--- src/design/h4d_pkg.sv ---
// shared types and constants for the h4 deframer with in-band sleep detection
package h4d_pkg;

    localparam int MAX_FRAME_BYTES = 4096;
    localparam int CNT_W = $clog2(MAX_FRAME_BYTES + 1);
    localparam int LEN_W = 17;

    localparam logic [7:0] WAKE_BYTE  = 8'hfd;
    localparam logic [7:0] SLEEP_BYTE = 8'hfe;
    localparam logic [7:0] ACK_BYTE   = 8'hfc;
    localparam logic [7:0] ISO_LEN_RESERVED = 8'hc0;

    localparam logic [2:0] TYPE_NONE  = 3'd0;
    localparam logic [2:0] TYPE_CMD   = 3'd1;
    localparam logic [2:0] TYPE_ACL   = 3'd2;
    localparam logic [2:0] TYPE_SCO   = 3'd3;
    localparam logic [2:0] TYPE_EVENT = 3'd4;
    localparam logic [2:0] TYPE_ISO   = 3'd5;

    typedef enum logic [1:0] {
        CODE_NONE  = 2'd0,
        CODE_WAKE  = 2'd1,
        CODE_SLEEP = 2'd2,
        CODE_ACK   = 2'd3
    } ibs_code_t;

    typedef struct packed {
        logic [7:0]  out_byte;
        logic        byte_valid;
        logic        frame_first;
        logic        frame_last;
        logic [2:0]  frame_type;
        logic        frame_error;
        ibs_code_t   ibs_code;
        logic        send_ack;
        logic        receiver_awake;
        logic [31:0] event_count;
    } result_t;

endpackage

--- src/design/h4d_in_stage.sv ---
// input register stage holding one received byte
module h4d_in_stage (
    input  logic       clk,
    input  logic       rst_n,
    input  logic       in_valid,
    output logic       in_ready,
    input  logic [7:0] rx_byte,
    input  logic       advance,
    output logic       held_valid,
    output logic [7:0] held_byte
);
    logic       valid_reg;
    logic       valid_next;
    logic [7:0] byte_reg;

    assign in_ready   = !valid_reg || advance;
    assign valid_next = (in_valid && in_ready) || (valid_reg && !advance);

    always_ff @(posedge clk or negedge rst_n)
    begin
        if (!rst_n)
        begin
            valid_reg <= 1'b0;
        end
        else
        begin
            valid_reg <= valid_next;
        end
    end

    always_ff @(posedge clk)
    begin
        if (in_valid && in_ready)
        begin
            byte_reg <= rx_byte;
        end
    end

    assign held_valid = valid_reg;
    assign held_byte  = byte_reg;
endmodule

--- src/design/h4d_core.sv ---
// frame and in-band sleep decode with frame state and counters
module h4d_core (
    input  logic             clk,
    input  logic             rst_n,
    input  logic             step,
    input  logic [7:0]       c,
    output h4d_pkg::result_t res
);
    import h4d_pkg::*;

    logic [CNT_W-1:0] byte_count_reg,   byte_count_next;
    logic [CNT_W-1:0] frame_length_reg, frame_length_next;
    logic [2:0]       current_type_reg, current_type_next;
    logic [7:0]       length_low_reg,   length_low_next;
    logic             awake_reg,        awake_next;
    logic [31:0]      event_count_reg,  event_count_next;

    logic             idle;
    logic             is_ibs;
    logic             type_ok;
    logic [2:0]       ctype;
    logic [CNT_W-1:0] n;
    logic [LEN_W-1:0] x;
    logic [CNT_W-1:0] fl_eff;
    logic             bad;
    logic             last;

    assign idle    = (byte_count_reg == '0);
    assign is_ibs  = (c == WAKE_BYTE) || (c == SLEEP_BYTE) || (c == ACK_BYTE);
    assign type_ok = (c >= 8'd1) && (c <= 8'd5);
    assign ctype   = idle ? c[2:0] : current_type_reg;
    assign n       = byte_count_reg + CNT_W'(1);

    always_comb
    begin
        x               = '0;
        bad             = 1'b0;
        length_low_next = length_low_reg;
        if (byte_count_reg >= CNT_W'(MAX_FRAME_BYTES))
        begin
            bad = 1'b1;
        end
        else if (frame_length_reg == '0)
        begin
            if (ctype == TYPE_CMD || ctype == TYPE_SCO)
            begin
                if (n == CNT_W'(4))
                    x = LEN_W'(c) + LEN_W'(4);
            end
            else if (ctype == TYPE_EVENT)
            begin
                if (n == CNT_W'(3))
                    x = LEN_W'(c) + LEN_W'(3);
            end
            else
            begin
                if (n == CNT_W'(4))
                    length_low_next = c;
                else if (n == CNT_W'(5))
                begin
                    if (ctype == TYPE_ISO && (c & ISO_LEN_RESERVED) != 8'h00)
                        bad = 1'b1;
                    else
                        x = LEN_W'(5) + LEN_W'(length_low_reg) + LEN_W'({c, 8'h00});
                end
            end
            if (!bad && x != '0 && x > LEN_W'(MAX_FRAME_BYTES))
                bad = 1'b1;
        end
    end

    assign fl_eff = (frame_length_reg != '0) ? frame_length_reg
                  : ((x != '0) ? x[CNT_W-1:0] : '0);
    assign last   = !bad && (fl_eff != '0) && (n == fl_eff);

    always_comb
    begin
        res                = '0;
        res.out_byte       = c;
        res.ibs_code       = CODE_NONE;
        byte_count_next    = byte_count_reg;
        frame_length_next  = frame_length_reg;
        current_type_next  = current_type_reg;
        awake_next         = awake_reg;
        event_count_next   = event_count_reg;
        if (idle && is_ibs)
        begin
            if (c == WAKE_BYTE)
            begin
                res.ibs_code = CODE_WAKE;
                res.send_ack = 1'b1;
                awake_next   = 1'b1;
            end
            else if (c == SLEEP_BYTE)
            begin
                res.ibs_code = CODE_SLEEP;
                awake_next   = 1'b0;
            end
            else
            begin
                res.ibs_code = CODE_ACK;
            end
        end
        else if (idle && !type_ok)
        begin
            res.frame_error = 1'b1;
        end
        else
        begin
            res.byte_valid  = 1'b1;
            res.frame_first = idle;
            res.frame_type  = ctype;
            res.frame_last  = last;
            res.frame_error = bad;
            if (last && ctype == TYPE_EVENT)
                event_count_next = event_count_reg + 32'd1;
            if (last || bad)
            begin
                byte_count_next   = '0;
                frame_length_next = '0;
                current_type_next = TYPE_NONE;
            end
            else
            begin
                byte_count_next   = n;
                frame_length_next = fl_eff;
                current_type_next = ctype;
            end
        end
        res.receiver_awake = awake_next;
        res.event_count    = event_count_next;
    end

    always_ff @(posedge clk or negedge rst_n)
    begin
        if (!rst_n)
        begin
            byte_count_reg   <= '0;
            frame_length_reg <= '0;
            current_type_reg <= TYPE_NONE;
            length_low_reg   <= '0;
            awake_reg        <= 1'b0;
            event_count_reg  <= '0;
        end
        else if (step)
        begin
            byte_count_reg   <= byte_count_next;
            frame_length_reg <= frame_length_next;
            current_type_reg <= current_type_next;
            length_low_reg   <= (last || bad || (idle && (is_ibs || !type_ok)))
                                ? 8'h00 : length_low_next;
            awake_reg        <= awake_next;
            event_count_reg  <= event_count_next;
        end
    end
endmodule

--- src/design/h4d_out_stage.sv ---
// result register stage toward the downstream consumer
module h4d_out_stage (
    input  logic             clk,
    input  logic             rst_n,
    input  logic             load,
    input  h4d_pkg::result_t res_in,
    output logic             space,
    output logic             out_valid,
    input  logic             out_ready,
    output h4d_pkg::result_t res_out
);
    import h4d_pkg::*;

    logic    valid_reg;
    logic    valid_next;
    result_t res_reg;

    assign space      = !valid_reg || out_ready;
    assign valid_next = load || (valid_reg && !out_ready);

    always_ff @(posedge clk or negedge rst_n)
    begin
        if (!rst_n)
        begin
            valid_reg <= 1'b0;
        end
        else
        begin
            valid_reg <= valid_next;
        end
    end

    always_ff @(posedge clk)
    begin
        if (load)
        begin
            res_reg <= res_in;
        end
    end

    assign out_valid = valid_reg;
    assign res_out   = res_reg;
endmodule

--- src/design/h4_hci_deframer_ibs.sv ---
// top level of the h4 hci receive deframer with in-band sleep detection
//
//  channel | direction | handshake             | payload
//  --------+-----------+-----------------------+----------------------------------
//  in      | input     | in_valid / in_ready   | rx_byte
//  out     | output    | out_valid / out_ready | out_byte .. event_count
//
// one beat in, one beat out; a beat crosses the input register and then the result register
// a new beat is taken every cycle while the result register drains
// frame state and counters advance as a beat moves into the result register
// reset clears frame state, awake flag and event counter
// a stalled output holds its beat and backs up into the input register
module h4_hci_deframer_ibs (
    input  logic        clk,
    input  logic        rst_n,
    input  logic        in_valid,
    output logic        in_ready,
    input  logic [7:0]  rx_byte,
    output logic        out_valid,
    input  logic        out_ready,
    output logic [7:0]  out_byte,
    output logic        byte_valid,
    output logic        frame_first,
    output logic        frame_last,
    output logic [2:0]  frame_type,
    output logic        frame_error,
    output logic [1:0]  ibs_code,
    output logic        send_ack,
    output logic        receiver_awake,
    output logic [31:0] event_count
);
    import h4d_pkg::*;

    logic       held_valid;
    logic [7:0] held_byte;
    logic       space;
    logic       advance;
    result_t    res_core;
    result_t    res_out;

    assign advance = held_valid && space;

    h4d_in_stage u_in (
        .clk        (clk),
        .rst_n      (rst_n),
        .in_valid   (in_valid),
        .in_ready   (in_ready),
        .rx_byte    (rx_byte),
        .advance    (advance),
        .held_valid (held_valid),
        .held_byte  (held_byte)
    );

    h4d_core u_core (
        .clk   (clk),
        .rst_n (rst_n),
        .step  (advance),
        .c     (held_byte),
        .res   (res_core)
    );

    h4d_out_stage u_out (
        .clk       (clk),
        .rst_n     (rst_n),
        .load      (advance),
        .res_in    (res_core),
        .space     (space),
        .out_valid (out_valid),
        .out_ready (out_ready),
        .res_out   (res_out)
    );

    assign out_byte       = res_out.out_byte;
    assign byte_valid     = res_out.byte_valid;
    assign frame_first    = res_out.frame_first;
    assign frame_last     = res_out.frame_last;
    assign frame_type     = res_out.frame_type;
    assign frame_error    = res_out.frame_error;
    assign ibs_code       = res_out.ibs_code;
    assign send_ack       = res_out.send_ack;
    assign receiver_awake = res_out.receiver_awake;
    assign event_count    = res_out.event_count;

`ifndef SYNTHESIS
    a_first_in_frame: assert property (@(posedge clk) disable iff (!rst_n)
        out_valid && frame_first |-> byte_valid && frame_type != TYPE_NONE)
        else $error("frame start outside a frame");

    a_last_clean: assert property (@(posedge clk) disable iff (!rst_n)
        out_valid && frame_last |-> byte_valid && !frame_error)
        else $error("frame end with error");

    a_ack_awake: assert property (@(posedge clk) disable iff (!rst_n)
        out_valid && send_ack |-> receiver_awake && ibs_code == CODE_WAKE)
        else $error("acknowledge without wake");

    a_ibs_not_frame: assert property (@(posedge clk) disable iff (!rst_n)
        out_valid && ibs_code != CODE_NONE |-> !byte_valid && !frame_error)
        else $error("sleep byte marked as frame byte");
`endif
endmodule

--- config.mk ---
export PLATFORM = sky130hd
export DESIGN_NAME = h4_hci_deframer_ibs
export DESIGN_NICKNAME = d
export VERILOG_FILES = /design/src/design/h4d_pkg.sv /design/src/design/h4d_in_stage.sv /design/src/design/h4d_core.sv /design/src/design/h4d_out_stage.sv /design/src/design/h4_hci_deframer_ibs.sv
export SDC_FILE = /design/constraint.sdc
export NUM_CORES = 1
export LEC_CHECK = 0
export BUFFER_PORTS_ARGS = -buffer_cell sky130_fd_sc_hd__buf_2
export CAP_MARGIN = 20
export CORE_MARGIN = 2
export CORE_UTILIZATION = 45
export CTS_BUF_LIST = sky130_fd_sc_hd__clkbuf_8
export DETAILED_ROUTE_END_ITERATION = 10
export PLACE_DENSITY = 0.63
export SETUP_SLACK_MARGIN = 0.05
export SLEW_MARGIN = 20
export SYNTH_ARGS = -nofsm -noshare
export SYNTH_HDL_FRONTEND = slang
export SYNTH_SLANG_ARGS = --single-unit
--- constraint.sdc ---
create_clock -name clk -period 4.2 [get_ports clk]
set_input_delay 0.21 -clock clk [delete_from_list [all_inputs] [get_ports clk]]
set_output_delay 0.21 -clock clk [all_outputs]
set_load 0.02 [all_outputs]
After elaboration in Yosys (flattened, before gate mapping). Cells that the tools add are included.

Register bits: 131. Logic and storage cells: 134. Output and inout bits: 53.

Add/subtract/negate cells: 6. Mux-type cells: 44. Reductions and logical operators: 44. Order comparisons: 4. Bitwise logic cells: 2. Equality and inequality tests: 14.

Operator list (number): $mux 17 (11); $mux 32 (3); $mux 13 (4); $mux 8 (6); $reduce_bool 17->1 (2); $add 32x1->32 const B (1); $eq 13x3->1 const B (2); $logic_not 13->1 (2); $reduce_bool 13->1 (2); $eq 8x8->1 const B (3); $add 17x16->17 (1); $gt 17x13->1 const B (1); $mux 1 (17); $logic_and 1x1->1 (14); $add 13x1->13 const B (1); $eq 13x13->1 (1); $eq 13x2->1 const B (1); $ge 13x13->1 const B (1); $logic_or 1x1->1 (10); $add 3x8->9 const A (1); $add 8x2->9 const B (1); $add 8x3->9 const B (1); $ge 8x1->1 const B (1); $le 8x3->1 const B (1); 13 further kinds (26).

Longest topological paths before layout. Gate-level depths: netlist (run 1).

Word-level depth: 24. Depth in mapped cells: 17. Gate-level depth less buffers: 16.

Modules after synthesis. A second synthesis (run 1) with hierarchy kept.

Cell total of the unflattened synthesis: 832. Area, all modules: 8239.2 sq um.

Modules (own cells, without submodules): h4d_core (instances 1, sequential area each 1751.7 sq um, cells an instance 765, area each 6359.8 sq um); h4d_out_stage (instances 1, sequential area each 1556.5 sq um, cells an instance 54, area each 1579.0 sq um); h4d_in_stage (instances 1, sequential area each 265.3 sq um, cells an instance 12, area each 294.0 sq um); h4_hci_deframer_ibs (instances 1, sequential area each 0.0 sq um, cells an instance 1, area each 6.3 sq um).

Worst setup path after synthesis (run 1). No wires, ideal clock.

Path type: register to register. Start: register u_core.byte_count_reg[0]. End: register u_out.res_reg, in the netlist u_out.res_out[1], data pin. Period minus slack after synthesis: 3.976 ns. Buffers on the path: 2. Slack: 0.224 ns. Stages on the path, launching flop included: 15. Required time: 3.940 ns. Data arrival time: 3.716 ns. Setup time: 0.260 ns. Path through: dfrtp_1 inv_1 ha_1 nor4b_4 and4_1 clkbuf_1 mux4_2 a221oi_1 o211ai_1 a211oi_1 nand3_1 and4bb_2 nand4_4 buf_2 mux2_2.

RTL lines: from (decl) (line h4d_core.sv:11) `logic [CNT_W-1:0] byte_count_reg, byte_count_next;`; from (signal assigned) (line h4d_core.sv:147) `byte_count_reg <= byte_count_next;`; to (signal assigned) (line h4d_out_stage.sv:37) `res_reg <= res_in;`; to (decl) (line h4d_out_stage.sv:16) `result_t res_reg;`.

Worst setup path in the final report (run 1).
Start: register u_core.byte_count_reg[8]. End: register u_core.event_count_reg[1].

Cells in the longest elaborated chain, start to end: 24. Elaborated cells on any way between the ends: 53. Those cells by class: add/sub (1); order compare (2); eq/ne (8); mux (27); reduce/logical (15).

Ends and longest elaborated chain: parallel branches: the longest is 23 deep, another holds $gt 17x13->1; $mux 32 (*) (line h4d_core.sv:86) `if (idle && is_ibs)`; to (signal assigned) (line h4d_core.sv:153) `event_count_reg <= event_count_next;`; to (decl) (line h4d_core.sv:16) `logic [31:0] event_count_reg, event_count_next;`.

Mark *: on every way between the ends. The select of a mux whose other input is x is not followed. A chain may end at the register's enable or synchronous reset.

==> results of run 1 <==
-- kinds of logic (layout without fill, tap and decap cells) --
kind of cell               Yosys count  after routing  share of synthesized area [%]
AOI/OAI and AO/OA                  145            145                           13.5
xor gates and xnor gates            95             95                           10.3
adders and majority gates           17             17                           2.55
buffers and inverters               66            249                           4.21
DFF                                131            131                           42.8
muxes                               17             17                           2.35
and+or+nand+nor                    360            360                           24.3
-- timing repair --
item	in CTS	in global routing
endpoints found under the setup margin	57	101
cloned	0	2
pin swaps	3	9
endpoints found under the hold margin	44	0
gates resized for setup	7	41
buffers inserted	0	9
hold buffers	10	0
-- metrics by stage --
| stage | worst slack [ps] | util, % | hold slack [ps] | cells |
|---|---|---|---|---|
| detailed placement | -117 | 52.7 | 215 | 1190 |
| global route | -1.40 | 57.7 | 53.7 | 1243 |
| global placement | 12.7 | 52.7 | 216 | 1190 |
| finish | 152 | 57.7 | 39.8 | 1243 |
| floorplan | 224 | - | -85.6 | 831 |
| CTS | 60.0 | 55.9 | 17.9 | 1232 |
-- how the worst max path moves through the flow --
stage | startpoint | to | depth (start not counted)
after floorplan | u_core.byte_count_reg[0] | u_out.res_out[1] | 14
final | u_core.byte_count_reg[8] | u_core.event_count_reg[1] | 15
after detailed placement | u_core.byte_count_reg[8] | u_out.res_out[19] | 13
after global placement | u_core.byte_count_reg[1] | u_core.length_low_reg[0] | 15
after CTS | u_core.byte_count_reg[8] | u_out.res_out[19] | 13
after global routing | u_core.byte_count_reg[0] | u_core.event_count_reg[1] | 16
-- power breakdown --
part	total [mW]	switching [mW]	internal [mW]
sequential	1.49	0.0764	1.42
combinational	1.05	0.626	0.424
clock	1.14	0.588	0.556
total	3.69	1.29	2.40
-- worst reg2reg max path: cells and delay by family (launching register included) --
| kind | cells | cell delay, ps |
|---|---|---|
| muxes | 2 | 590 |
| DFF | 1 | 380 |
| buffers and inverters | 4 | 690 |
| and+or+nand+nor | 7 | 1800 |
| AOI/OAI and AO/OA | 2 | 470 |
-- area by class of cell --
cell class	count	area, µm²	share of cell area [%]
multi-input combinational	634	4700	45.0
sequential	131	3570	34.2
timing repair buffer	192	1370	13.1
tap	229	287	2.74
clock buffer	17	234	2.24
clock inverter	15	181	1.74
inverter	25	93.8	0.899
-- routing by layer --
| metal | vias up | part of all wire [%] |
|---|---|---|
| met4 | 0 | 1.4 |
| met1 | 3487 | 48 |
| met3 | 26 | 5.5 |
| met2 | 223 | 46 |
| li1 | 3411 | - |
| met5 | - | 0 |
-- cell usage in the layout, fill, tap and decap left out, types with 6 or more instances in the layout --
cell type,Yosys,layout
nand2_1,71,70
ha_1,17,16
nand3_1,45,45
o31ai_1,8,7
xor2_1,43,41
nor3_1,36,35
a31oi_1,6,6
and2_1,9,9
nor2_1,75,73
dlygate4sd3_1,0,10
xnor2_1,49,49
nand4_1,21,21
inv_1,24,24
a21oi_1,17,17
nand2b_1,13,13
o21ai_0,22,21
buf_2,8,63
clkbuf_8,0,17
and3_1,13,13
buf_4,11,114
a22o_1,11,11
edfxtp_1,59,59
dfrtp_1,72,71
mux2i_1,8,7
==> metrics, run 1 <==
Placer Congestion 0.908; max-cap viol count 0; mapped cell area 8360 µm²; placed cell area 9540 µm²; CP most frequent cell buf_4; Overflow after GRT 0; ANT cells 0; GR peak layer met2; P&R area growth vs syn 24.9%; largest net degree at the start of global routing 45; DRT antenna net count 0; Async SR Flop Fraction between 50% and 60%; share of cells above drive strength 1 29.0%; vias in the first global route around 6,700; worst skew pair latency approximately 460 ps; drt pass-1 iters 5; Commonest cells post-synth nor2_1 (75), dfrtp_1 (72), nand2_1 (71); setup violators final 0; critical path class register to register; hold endpoint u_out.out_valid; Slew Limit Headroom 59.5%; R2R Path Start u_core.byte_count_reg[8]; Routed WL around 23 mm; leakage power 4.32 nW; CTS tree built; number of synthesized flops with an enable pin 59; share of the synthesized area in the top cell type between 20 and 25%; Slew Limit Fails 0; CP delay by family, top simple AND/OR/NAND/NOR gates; Synth area leaders dfrtp_1 (22%), edfxtp_1 (21%), xnor2_1 (5.1%); CP arrival 4390 ps; M2 GR Usage 35.9%; CP max FO 16; Initial Utilization 46.2%; RSZ-0062 raised after global routing true; die width 140 µm; Post-Synthesis Cells approximately 830; Syn Nets 860; initial antenna violation count 0; max FFs per register 51; Port Buffers 64; grt met3 use 4.48%; sequential share of the synthesized area 42.8%; Initial DRC Count approximately 700; met1 usage 34.2%; top-count cell post-synth nor2_1; ys flop type dfrtp_1; Synth Register Bits 131; VDD IR max 0.000245 V; worst path bufs/invs 4; Final period util 96.4%; Reg2Reg Depth 15; GRT Util Overall 23.4%; cell taking the most area after synthesis dfrtp_1; CTS clk-pin slew, worst paths about 90 ps; Mean Syn Cell Area 10.1 µm²; vias per cell 5.75; Clock Path Buffers 2; CP max stage delay 550 ps; io pins between 60 and 70; slowest CP cell or4_4; Synth cell types 102; Final Hold Fails 0; Critical Path RT roughly 4500 ps; Achievable Freq around 250 MHz; worst clock skew about 14 ps; Nets 1,030; Die Ht 140 µm; Clock Sinks about 130; hold path start out_ready; Hold Path Cell Cnt 3; Reg2Reg Setup Slack between 150 and 200 ps; Fillers 1,577; synth warn 0; PwrDens 353 nW/µm²; design area 10,400 µm²; TNS Setup 0 ps; average wire per standard cell 18.4 µm; clk root buf clkbuf_8; HP Class input pin to register; CP startpoint kind register; status completed; CP Capture Type register; H-Tree Depth 4; cell chain of the critical path or4_4, and4b_2, buf_4, mux2i_4, a2bb2oi_2, buf_4, nor3_1, o41ai_1, buf_4, nand4_1, and4bb_2, nand4_4, buf_12, nor2_1, mux2_2; Core Region between 15,000 and 20,000 µm²; Die Area 19,700 µm²; first-pass GRT wire length 36.3 mm; RR Endpoint u_core.event_count_reg[1]; via count 7,147; drt drc 0; TritonCTS Buffers 17; measured slew at the worst slew-check pin 606 ps; Pwr Total between 3 and 4 mW; minimum clock period 4050 ps; DP HPWL 16.9 mm; row count 49
Power figures use the tool's default switching activity.
==> inputs of run 2 (changes only) <==
--- a/config.mk
+++ b/config.mk
@@ -11,7 +11,7 @@
 export CORE_UTILIZATION = 45
 export CTS_BUF_LIST = sky130_fd_sc_hd__clkbuf_8
 export DETAILED_ROUTE_END_ITERATION = 10
-export PLACE_DENSITY = 0.63
+export PLACE_DENSITY = 0.65
 export SETUP_SLACK_MARGIN = 0.05
 export SLEW_MARGIN = 20
 export SYNTH_ARGS = -nofsm -noshare
==> run 2 against run 1 <==
Clock skew grew 2.6 ps. Wire length grew 1.1%. Sequential share of layout area grew 0.60 points. Die area is the same. Core utilization shrank 1.0 points. Via count grew 1.1%. Power shrank 1.7%. Clock-buffer cell count is the same. Critical path depth grew 1. Register-to-register slack is essentially flat.
==> metrics, run 2 (synthesized netlist as in run 1, its figures left out) <==
drt pass-1 iters 5 (unchanged); max FFs per register 51 (unchanged); Overflow after GRT 0 (unchanged); Initial DRC Count 733 (+4.4%); average wire per standard cell 18.8 µm (+2.2%); most frequent cells in the layout buf_4 (100), dfrtp_1 (72), nand2_1 (71), nor2_1 (71), buf_2 (63); CP max FO 11 (-5); RSZ-0062 raised after global routing true; Critical Path RT 4390 ps (-150 ps); drt drc 0 (unchanged); status completed; post-route insts no fill 1,230 (-1.0%); vias per cell 5.88 (+2.2%); clk root buf clkbuf_8; VDD IR max 0.000183 V (-25%); HP Class input pin to register; DP HPWL 16.9 mm (about the same); placed cell area 9490 µm² (-0.50%); top layer in use met4; Reg2Reg Setup Slack 160 ps (about the same); Port Buffers 64 (unchanged); CP Capture Type register; Die Area 19,700 µm² (unchanged); first-pass GRT wire length 35.9 mm (-0.97%); Core Region 18,100 µm² (unchanged); CP startpoint kind register; P&R area growth vs syn 22.7%; ANT cells 0 (unchanged); share of cells above drive strength 1 27.7% (-1.3 points); Placer Congestion 0.987 (+8.7%); leakage power 4.24 nW (-1.9%); max-cap viol count 0 (unchanged); design area 10,300 µm² (-1.8%); via count 7,227 (+1.1%); initial antenna violation count 0 (unchanged); setup violators final 0 (unchanged); met1 WL 10.6 mm (-2.7%); Final Hold Fails 0 (unchanged); Slew Limit Headroom 47.4% (-12 points); vias in the first global route 6,734 (+0.84%); largest net degree at the start of global routing 73 (+62%); GRT Util Overall 23.2% (-0.16 points); Routed WL 23.1 mm (+1.1%); TritonCTS Buffers 17 (unchanged); CP arrival 4230 ps (-160 ps); minimum clock period 4040 ps (-8.23 ps); Slew Limit Fails 0 (unchanged); R2R Path Start u_core.byte_count_reg[1]; PwrDens 353 nW/µm² (about the same); DRT antenna net count 0 (unchanged); post-placement cell count 1,182 (-0.67%); hold endpoint u_out.out_valid; RR Endpoint u_out.res_out[27]; Nets 1,017 (-1.3%); measured slew at the worst slew-check pin 786 ps (+180 ps); CTS tree built; Clock Sinks 131 (unchanged); wire length on met3 1.46 mm (+17%); commonest non-fill, non-tap cell in the layout buf_4; WL met2 10.6 mm (+2.0%); Reg2Reg Depth 16 (+1); H-Tree Depth 4 (unchanged); worst clock skew 16.3 ps (+2.62 ps); row count 49 (unchanged); Die Ht 140 µm (unchanged); Final period util 96.2% (-0.20 points); Hold Path Cell Cnt 3 (unchanged); critical path class register to register; hold path start out_ready; CTS clk-pin slew, worst paths 90 ps (about the same); die width 140 µm (unchanged); Initial Utilization 46.2% (unchanged); worst skew pair latency 450 ps (about the same); Clock Path Buffers 2 (unchanged); io pins 65 (unchanged); Achievable Freq 248 MHz (+0.20%); Layout Utilization 56.7% (-1.0 points)
run 2: cell count changes in the layout (fill, tap and decap cells not counted), sizes merged:
cell,change
buf,-12
bufinv,-1
clkbuf,-1
clkinv,+1
run 2: metrics by stage:
step | hold WS, ps | power (mW) | worst slack (ps) | setup TNS [ps]
2_1_floorplan | -85.6 | 2.10 | 224 | 0
3_3_place_gp | 387 | 2.47 | 60.0 | 0
3_5_place_dp | 389 | 2.47 | -21.4 | -73.8
4_1_cts | 50.2 | 3.57 | 56.9 | 0
5_1_grt | 70.0 | 3.79 | 2.26 | 0
6_report | 70.9 | 3.62 | 160 | 0
run 2: layer usage:
layer / GRT usage, % / vias up
li1: - / 3392
met4: 5.85 / 0
met3: 4.31 / 41
met2: 36.7 / 284
met5: 0 / -
met1: 33.2 / 3510
run 2: worst max path at each step:
stage | startpoint | to | slack (ps) | depth (start not counted)
6_report | u_core.byte_count_reg[1] | u_out.res_out[27] | 160 | 16
5_1_grt | u_core.length_low_reg[1] | u_out.res_out[29] | 2 | 16
4_1_cts | u_core.byte_count_reg[8] | u_core.byte_count_reg[2] | 60 | 14
3_5_place_dp | u_core.byte_count_reg[8] | u_out.res_out[19] | -20 | 13
3_3_place_gp | u_core.byte_count_reg[8] | u_out.res_out[19] | 60 | 14
2_1_floorplan | u_core.byte_count_reg[0] | u_out.res_out[1] | 220 | 14
run 2: worst max-delay path, cell delays in order, from the launching register on:
cell and delay [ps]:
dfrtp_1 430, inv_1 100, ha_1 200, nor3b_1 140, and4b_2 300, buf_12 140
a32oi_4 270, nand2_2 170, o41ai_4 390, xor2_1 340, o21ai_0 140, nand4b_2 280
nor4_4 340, buf_4 170, buf_12 120, nand3_1 90, xnor2_1 140
run 2: timing repair:
action / in CTS / in global routing
setup buffers: 0 / 4
hold endpoints to repair: 81 / 0
gates resized for setup: 2 / 35
endpoints found under the setup margin: 27 / 93
hold buffers: 10 / 0
pin swaps: 1 / 14
cloned: 0 / 1
run 2: area by class of cell:
| cell class | instances | area, µm² |
|---|---|---|
| well taps | 229 | 287 |
| clock inverters | 15 | 165 |
| inverters | 25 | 93.8 |
| repair buffers | 179 | 1290 |
| multi-input cells | 634 | 4610 |
| flip-flops and latches | 131 | 3570 |
| fillers | 1532 | 7830 |
| clock buffers | 17 | 234 |
run 2: power by group:
part           switching, mW  internal (mW)
Sequential            0.0745           1.42
Combinational          0.622          0.421
Clock                  0.589          0.499
